**src/rtl/core/swar_pkg.sv**
```systemverilog
// ----------------------------------------------------------------------------
// swar_pkg
// Shared types and constants of the sliding window reduction block.
// ----------------------------------------------------------------------------
package swar_pkg;

  localparam int unsigned MAX_WINDOW_DEF  = 64;
  localparam int unsigned SAMPLE_BITS_DEF = 16;
  localparam int unsigned RES_W           = 32;
  localparam int unsigned WLEN_W          = 7;
  localparam int unsigned CFG_W           = 7;
  localparam int unsigned CFG_IDX_W       = 1;

  typedef enum logic [1:0] {
    OP_SUM  = 2'd0,
    OP_PROD = 2'd1,
    OP_MAX  = 2'd2,
    OP_MIN  = 2'd3
  } op_e;

  typedef enum logic [CFG_IDX_W-1:0] {
    REG_WINDOW_LEN = 1'd0,
    REG_OP_MODE    = 1'd1
  } reg_e;

  typedef enum logic [1:0] {
    ST_IDLE,
    ST_LOAD,
    ST_RUN
  } state_e;

  typedef struct packed {
    logic hist_shift;
    logic hist_clear;
    logic scan_load;
    logic scan_shift;
  } cell_ctrl_t;

  typedef struct packed {
    logic load;
    logic step;
  } acc_ctrl_t;

endpackage

```
**src/rtl/core/sliding_window_assoc_reduce.sv**
```systemverilog
// ----------------------------------------------------------------------------
// sliding_window_assoc_reduce
// Running sum, product, maximum or minimum over the last window_len samples.
//
//   channel   dir  payload                             handshake
//   s_axis    in   tdata: sample, tuser: line_start    tvalid/tready
//   m_axis    out  tdata: window_result               tvalid/tready
//   cfg       in   cfg_idx_i, cfg_data_i               cfg_we_i
//
// an item that yields no result is taken while idle; one that yields a result
// then passes through the load and run states, set by the single accumulator
// walking the scan chain one cell per cycle.
// reset clears control, the fill count and the output valid; window_len is 3
// and the operator is maximum after reset.
// a finished result waits in the output register while the next sample is
// taken; the last fold step holds while that register is still occupied.
// ----------------------------------------------------------------------------
module sliding_window_assoc_reduce
  import swar_pkg::*;
#(
  parameter int unsigned MAX_WINDOW  = MAX_WINDOW_DEF,
  parameter int unsigned SAMPLE_BITS = SAMPLE_BITS_DEF
) (
  input  logic                                clk_i,
  input  logic                                rst_ni,
  input  logic                                s_axis_tvalid,
  output logic                                s_axis_tready,
  // [SAMPLE_BITS-1:0] sample, upper bits zero
  input  logic [((SAMPLE_BITS+7)/8)*8-1:0]    s_axis_tdata,
  // [0] line_start
  input  logic                                s_axis_tuser,
  output logic                                m_axis_tvalid,
  input  logic                                m_axis_tready,
  // [31:0] window_result
  output logic [RES_W-1:0]                    m_axis_tdata,
  input  logic                                cfg_we_i,
  input  logic [CFG_IDX_W-1:0]                cfg_idx_i,
  input  logic [CFG_W-1:0]                    cfg_data_i
);

  localparam int unsigned LEN_W     = $clog2(MAX_WINDOW + 1);

  state_e state_q, state_d;

  logic [WLEN_W-1:0] window_len_q;
  op_e               op_q;
  logic [LEN_W-1:0]  fill_q, fill_d;
  logic [LEN_W-1:0]  rem_q, rem_d;
  logic [LEN_W-1:0]  eff_len;
  logic [LEN_W-1:0]  fill_base;
  logic              s_xfer;
  logic              result_due;
  logic              out_free;
  logic              out_fire;
  logic              out_valid_q;
  logic [RES_W-1:0]  out_data_q;

  cell_ctrl_t cell_ctrl, cell0_ctrl;
  acc_ctrl_t  acc_ctrl;
  logic [RES_W-1:0] acc_val;

  logic [SAMPLE_BITS-1:0] sample;
  logic [SAMPLE_BITS-1:0] hist_w [MAX_WINDOW];
  logic [SAMPLE_BITS-1:0] scan_w [MAX_WINDOW];

  assign sample   = s_axis_tdata[SAMPLE_BITS-1:0];
  assign s_xfer   = s_axis_tvalid && s_axis_tready;
  assign out_free = !out_valid_q || m_axis_tready;

  // configuration registers
  always_ff @(posedge clk_i or negedge rst_ni) begin
    if (!rst_ni) begin
      window_len_q <= WLEN_W'(3);
      op_q         <= OP_MAX;
    end else if (cfg_we_i) begin
      case (reg_e'(cfg_idx_i))
        REG_WINDOW_LEN: window_len_q <= cfg_data_i[WLEN_W-1:0];
        REG_OP_MODE:    op_q         <= op_e'(cfg_data_i[1:0]);
        default: ;
      endcase
    end
  end

  // zero means one, anything past the chain length saturates
  always_comb begin
    if (window_len_q == '0) begin
      eff_len = LEN_W'(1);
    end else if (int'(window_len_q) > int'(MAX_WINDOW)) begin
      eff_len = LEN_W'(MAX_WINDOW);
    end else begin
      eff_len = LEN_W'(window_len_q);
    end
  end

  always_comb begin
    fill_base = s_axis_tuser ? '0 : fill_q;
    fill_d    = fill_q;
    if (s_xfer) begin
      fill_d = (fill_base < LEN_W'(MAX_WINDOW)) ? fill_base + LEN_W'(1) : fill_base;
    end
  end

  assign result_due = fill_d >= eff_len;
  assign out_fire   = (state_q == ST_RUN) && (rem_q == '0) && out_free;

  // next state
  always_comb begin
    state_d = state_q;
    case (state_q)
      ST_IDLE: if (s_xfer && result_due) state_d = ST_LOAD;
      ST_LOAD: state_d = ST_RUN;
      ST_RUN:  if (out_fire) state_d = ST_IDLE;
      default: state_d = ST_IDLE;
    endcase
  end

  // control outputs
  always_comb begin
    s_axis_tready        = (state_q == ST_IDLE);
    cell_ctrl.hist_shift = s_xfer;
    cell_ctrl.hist_clear = s_xfer && s_axis_tuser;
    cell_ctrl.scan_load  = (state_q == ST_LOAD);
    cell_ctrl.scan_shift = (state_q == ST_RUN) && (rem_q != '0);
    acc_ctrl.load        = (state_q == ST_LOAD);
    acc_ctrl.step        = (state_q == ST_RUN) && (rem_q != '0);
    cell0_ctrl            = cell_ctrl;
    cell0_ctrl.hist_clear = 1'b0;
  end

  always_comb begin
    rem_d = rem_q;
    if (s_xfer) begin
      rem_d = eff_len - LEN_W'(1);
    end else if (acc_ctrl.step) begin
      rem_d = rem_q - LEN_W'(1);
    end
  end

  always_ff @(posedge clk_i or negedge rst_ni) begin
    if (!rst_ni) begin
      state_q     <= ST_IDLE;
      fill_q      <= '0;
      rem_q       <= '0;
      out_valid_q <= 1'b0;
    end else begin
      state_q <= state_d;
      fill_q  <= fill_d;
      rem_q   <= rem_d;
      if (out_fire) begin
        out_valid_q <= 1'b1;
      end else if (m_axis_tready) begin
        out_valid_q <= 1'b0;
      end
    end
  end

  always_ff @(posedge clk_i) begin
    if (out_fire) begin
      out_data_q <= acc_val;
    end
  end

  assign m_axis_tvalid = out_valid_q;
  assign m_axis_tdata  = out_data_q;

  // history chain, newest sample in cell 0
  for (genvar i = 0; i < MAX_WINDOW; i++) begin : g_cell
    logic [SAMPLE_BITS-1:0] hist_in, hist_load, scan_in;
    cell_ctrl_t             ctrl;

    if (i == 0) begin : g_head
      assign hist_in = sample;
      assign ctrl    = cell0_ctrl;
    end else begin : g_body
      assign hist_in = hist_w[i-1];
      assign ctrl    = cell_ctrl;
    end

    if (i == MAX_WINDOW - 1) begin : g_tail
      assign hist_load = '0;
      assign scan_in   = '0;
    end else begin : g_link
      assign hist_load = hist_w[i+1];
      assign scan_in   = scan_w[i+1];
    end

    swar_cell #(
      .SAMPLE_BITS(SAMPLE_BITS)
    ) u_cell (
      .clk_i      (clk_i),
      .ctrl_i     (ctrl),
      .hist_i     (hist_in),
      .hist_load_i(hist_load),
      .scan_i     (scan_in),
      .hist_o     (hist_w[i]),
      .scan_o     (scan_w[i])
    );
  end

  swar_acc #(
    .SAMPLE_BITS(SAMPLE_BITS)
  ) u_acc (
    .clk_i (clk_i),
    .ctrl_i(acc_ctrl),
    .op_i  (op_q),
    .init_i(hist_w[0]),
    .head_i(scan_w[0]),
    .acc_o (acc_val)
  );

endmodule

```
**src/rtl/core/swar_cell.sv**
```systemverilog
// ----------------------------------------------------------------------------
// swar_cell
// One history slot: a history register shifting toward older samples and a
// scan register shifting toward the accumulator.
// ----------------------------------------------------------------------------
module swar_cell
  import swar_pkg::*;
#(
  parameter int unsigned SAMPLE_BITS = SAMPLE_BITS_DEF
) (
  input  logic                   clk_i,
  input  cell_ctrl_t             ctrl_i,
  input  logic [SAMPLE_BITS-1:0] hist_i,
  input  logic [SAMPLE_BITS-1:0] hist_load_i,
  input  logic [SAMPLE_BITS-1:0] scan_i,
  output logic [SAMPLE_BITS-1:0] hist_o,
  output logic [SAMPLE_BITS-1:0] scan_o
);

  logic [SAMPLE_BITS-1:0] hist_q, hist_d;
  logic [SAMPLE_BITS-1:0] scan_q, scan_d;

  always_comb begin
    hist_d = hist_q;
    if (ctrl_i.hist_shift) begin
      hist_d = ctrl_i.hist_clear ? '0 : hist_i;
    end
  end

  always_comb begin
    scan_d = scan_q;
    if (ctrl_i.scan_load) begin
      scan_d = hist_load_i;
    end else if (ctrl_i.scan_shift) begin
      scan_d = scan_i;
    end
  end

  always_ff @(posedge clk_i) begin
    hist_q <= hist_d;
    scan_q <= scan_d;
  end

  assign hist_o = hist_q;
  assign scan_o = scan_q;

endmodule

```
**src/rtl/core/swar_acc.sv**
```systemverilog
// ----------------------------------------------------------------------------
// swar_acc
// Accumulator folding one sample per cycle with the selected operator.
// ----------------------------------------------------------------------------
module swar_acc
  import swar_pkg::*;
#(
  parameter int unsigned SAMPLE_BITS = SAMPLE_BITS_DEF
) (
  input  logic                   clk_i,
  input  acc_ctrl_t              ctrl_i,
  input  op_e                    op_i,
  input  logic [SAMPLE_BITS-1:0] init_i,
  input  logic [SAMPLE_BITS-1:0] head_i,
  output logic [RES_W-1:0]       acc_o
);

  logic        [RES_W-1:0] acc_q, acc_d;
  logic signed [RES_W-1:0] init_ext, head_ext, acc_s;
  logic        [RES_W-1:0] comb_res;

  assign init_ext = RES_W'($signed(init_i));
  assign head_ext = RES_W'($signed(head_i));
  assign acc_s    = $signed(acc_q);

  always_comb begin
    case (op_i)
      OP_SUM:  comb_res = acc_q + head_ext;
      OP_PROD: comb_res = acc_q * head_ext;
      OP_MAX:  comb_res = (acc_s < head_ext) ? head_ext : acc_q;
      OP_MIN:  comb_res = (head_ext < acc_s) ? head_ext : acc_q;
      default: comb_res = acc_q;
    endcase
  end

  always_comb begin
    acc_d = acc_q;
    if (ctrl_i.load) begin
      acc_d = init_ext;
    end else if (ctrl_i.step) begin
      acc_d = comb_res;
    end
  end

  always_ff @(posedge clk_i) begin
    acc_q <= acc_d;
  end

  assign acc_o = acc_q;

endmodule

```
**config.mk**
```make
export PLATFORM = sky130hd
export DESIGN_NAME = sliding_window_assoc_reduce
export DESIGN_NICKNAME = d
export VERILOG_FILES = /design/src/rtl/core/swar_pkg.sv /design/src/rtl/core/sliding_window_assoc_reduce.sv /design/src/rtl/core/swar_cell.sv /design/src/rtl/core/swar_acc.sv
export SDC_FILE = /design/constraint.sdc
export NUM_CORES = 2
export LEC_CHECK = 0
export BUFFER_PORTS_ARGS = -buffer_cell sky130_fd_sc_hd__buf_4
export CAP_MARGIN = 20
export CORE_UTILIZATION = 60
export DETAILED_ROUTE_END_ITERATION = 6
export GPL_TIMING_DRIVEN = 0
export PLACE_DENSITY = 0.76
export SLEW_MARGIN = 20
export SYNTH_ARGS = -nofsm -noshare
export SYNTH_HDL_FRONTEND = slang
export SYNTH_SLANG_ARGS = --single-unit
```
**constraint.sdc**
```tcl
create_clock -name clk_i -period 36.8 [get_ports clk_i]
set_clock_uncertainty 0.1 [all_clocks]
set_input_delay 7.36 -clock clk_i [delete_from_list [all_inputs] [get_ports clk_i]]
set_output_delay 7.36 -clock clk_i [all_outputs]
set_load 0.1 [all_outputs]
```
==> results.md <==
* Rel. slew slack at 23.69%
* Final hold vios at 0
* H-tree depth at 4
* Clk root buf: clkbuf_16
* Crit Path Category: input port to register
* CP dominant cell by count: clkbuf_1
* Post-route ant nets at 0
* Xor and xnor area share after synthesis at 0.7294%
* Largest net degree at the start of global routing at 149
* Std-Cell Rows at 148
* CTS tree: done
* CP delay by family, top: buffers and inverters
* Crit path time final at 10,140 ps
* Startpoint types: input port
* Post-DP HPWL at 158,900 um
* Die Area at 165,700 um2
* Syn_nets at 9,009
* Share of layout cells above drive strength 1 at 4.807%
* I/O Buffers at 63
* Synth top cells by count: nand2_1, edfxtp_1, and2_1
* Post-synthesis adder-cell area fraction at 8.310%
* Final Instance Count excl. Fillers at 11,160
* Asr flop ratio synth at 1.225%
* Number of hold buffers added after cts at 0
* Ys Warns at 0
* Hold_ws at 377.2 ps
* R2R Path Start: g_cell[0].u_cell.scan_o[2]
* Status: completed
* CP endpoint kind: register
* Drt via density at 5.538
* Clock tree sinks at 2,122
* I/O pin count at 64
* Mapped Area at 98,470 um2
* Detailed-route via count at 61,820
* Global placer's final weighted congestion at 0.9723
* Syn avg cell area at 11.57 um2
* Highest net fanout along the worst path at 10
* Worst-path clk slew at 60 ps
* Synth Area in Simple Gates at 21.02%
* TritonRoute pass-1 iters at 6
* Vias in the first global route at 62,310
* Post-CTS Setup Repair Bufs at 0
* Compound-Gate Fraction of Synth Area at 1.773%
* Initial core utilization at 60.49%
* Critical Path, Cell by Cell: buf_4, nand2_1, inv_1, nand2_2, clkbuf_1, clkbuf_1, clkbuf_1, and2_1
* Total of max-cap violations at 0
* Critical Path RT at 37,390 ps
* Post-Syn Instances at 8,508
* CTS buffer count at 207
* CP Buf/Inv Count at 5
* P&R area growth vs syn at 11.05%
* Placed cell count at 10,780
* Height of the die at 407.1 um
* Initial antenna violation count at 8
* DR WL/cell at 20.54 um
* Commonest register cell after synthesis: edfxtp_1
* Final nets at 9,315
* Largest family of logic cells by synthesized area: simple AND/OR/NAND/NOR gates
* Max Slew Vio Count at 0
* Top-area cell type share of the netlist area at 63.92%
* Number of remaining DRC errors at 0
* Core area at 162,800 um2
* Post-Route WL at 229,300 um
* Total track usage at 27.97%
* Fmax achieved at 98.63 MHz
* First-pass GRT wire length at 358,000 um
* Clock buffer depth at 3
* Critical Path Source: s_axis_tvalid
* Hold Crit Start: g_cell[17].u_cell.scan_o[13]
* Ranking of synthesized cells by area: edfxtp_1, nand2_1, and2_1
* Yosys top cell by area: edfxtp_1
* Crit path max-delay cell type: clkbuf_1
* Cell with the most instances after synthesis: nand2_1
* Worst-Margin Slew at 1145 ps
* Period utilization at 27.55%
* Endpoints failing setup at 0
* Unrepaired setup endpoints after global routing: no
* Multiplexer share of the synthesized area at 0.2440%
* Post-synthesis sequential area ratio at 64.58%
* Grt ovf at 0
* Die width at 407.1 um
* Number of filler cells placed in the layout at 11,420
* Register bit total from synthesis at 2,122
* Clk_lat worst skew at 870 ps
* Max stage delay on crit path at 750 ps
* 1st-iter DRT viols at 6,910
* Hold WC Path Type: register to register
* Crit path DAT at 10,730 ps
* # resized after CTS at 0
* Number of synthesized flops with an enable pin at 2,096
* Synth unique cells at 75
==> tightest hold or removal path: stages (launching register included) <==
cell      delay, ps
edfxtp_1        330
nand2_1          50
nand2_1          50
==> area by class of cell <==
cell class              count  area (um2)  share of cell area, %
clock buffers             255        5454                  4.988
flip-flops and latches   2122       63590                  58.16
clock inverters           127        1279                  1.169
diodes                      2       5.005               0.004577
repair buffers             97        1354                  1.238
multi-input cells        5513       31620                  28.92
inverters                 446        1674                  1.531
plain buffers             427        1648                  1.507
well taps                2175        2721                  2.489
==> per-stage QoR <==
step	setup WS, ps	util (%)	setup TNS (ps)	cell area (um2)
detailed placement	25920	63.04	0	102600
global placement	-10490	62.46	-7365390	101700
finish	26660	67.18	0	109300
global route	26640	67.18	0	109300
CTS	26770	67.18	0	109300
floorplan	465.1	-	0	98470
==> layout by cell type, fill, tap and decap left out, types with 6 or more instances in the layout <==
| master | netlist | layout |
|---|---|---|
| a211oi_1 | 11 | 11 |
| a21o_1 | 12 | 12 |
| a21oi_1 | 100 | 99 |
| a221oi_1 | 9 | 9 |
| a31oi_1 | 14 | 14 |
| and2_1 | 1151 | 1151 |
| and3_1 | 6 | 6 |
| buf_1 | 15 | 14 |
| buf_16 | 0 | 29 |
| buf_4 | 3 | 66 |
| bufinv_16 | 0 | 17 |
| clkbuf_1 | 406 | 443 |
| clkbuf_16 | 0 | 210 |
| clkinv_1 | 2 | 52 |
| clkinv_16 | 0 | 8 |
| clkinv_2 | 0 | 35 |
| clkinvlp_4 | 0 | 10 |
| dfrtp_1 | 23 | 23 |
| edfxtp_1 | 2096 | 2096 |
| fa_1 | 305 | 305 |
| ha_1 | 166 | 166 |
| inv_1 | 443 | 443 |
| mux2_2 | 12 | 12 |
| mux2i_1 | 9 | 9 |
| nand2_1 | 3251 | 3249 |
| nand2b_1 | 22 | 22 |
| nand3_1 | 20 | 20 |
| nand4_1 | 11 | 11 |
| nor2_1 | 126 | 126 |
| nor2b_1 | 15 | 15 |
| nor3_1 | 22 | 22 |
| nor4_1 | 11 | 11 |
| o21a_1 | 9 | 9 |
| o21ai_0 | 56 | 56 |
| o21bai_1 | 11 | 11 |
| or3_1 | 8 | 8 |
| xnor2_1 | 58 | 58 |
| xor2_1 | 24 | 24 |
==> metal layers <==
layer	GRT usage [%]	up-vias	share of wire (%)
li1	-	28380	-
met2	44.51	2497	47
met5	0	-	0.0096
met1	39.60	30490	42
met3	4.593	454	7.9
met4	9.219	4	3.4
==> kinds of logic after synthesis <==
logic type                 count (synthesis)
DFF                                     2122
and+or+nand+nor                         4662
xor gates and xnor gates                  82
buffers and inverters                    873
AOI/OAI and AO/OA                        276
adders and majority gates                471
muxes                                     22
==> flip-flops by register name, summed over array words and instances (netlist names) <==
name                  flops
m_axis_tvalid             1
op_q                      2
rem_q                     7
m_axis_tdata             32
u_acc.acc_o              32
window_len_q              7
g_cell.u_cell.scan_o   1008
state_q                   2
fill_q                    7
g_cell.u_cell.hist_o   1024
==> final timing paths <==
path,end,cells past startpoint,slack (ps)
max,g_cell[8].u_cell.hist_o[5],8,26660
min,g_cell[16].u_cell.scan_o[13],2,380
max reg2reg,u_acc.acc_o[30],25,28350
min reg2reg,g_cell[16].u_cell.scan_o[13],2,380
max in group asynchronous,op_q[1],1,29960
min in group asynchronous,m_axis_tvalid,1,6300
Power is left out: the tool's default activity adds up to more than one toggle a clock period on the data nets, which glitch-free logic cannot reach.
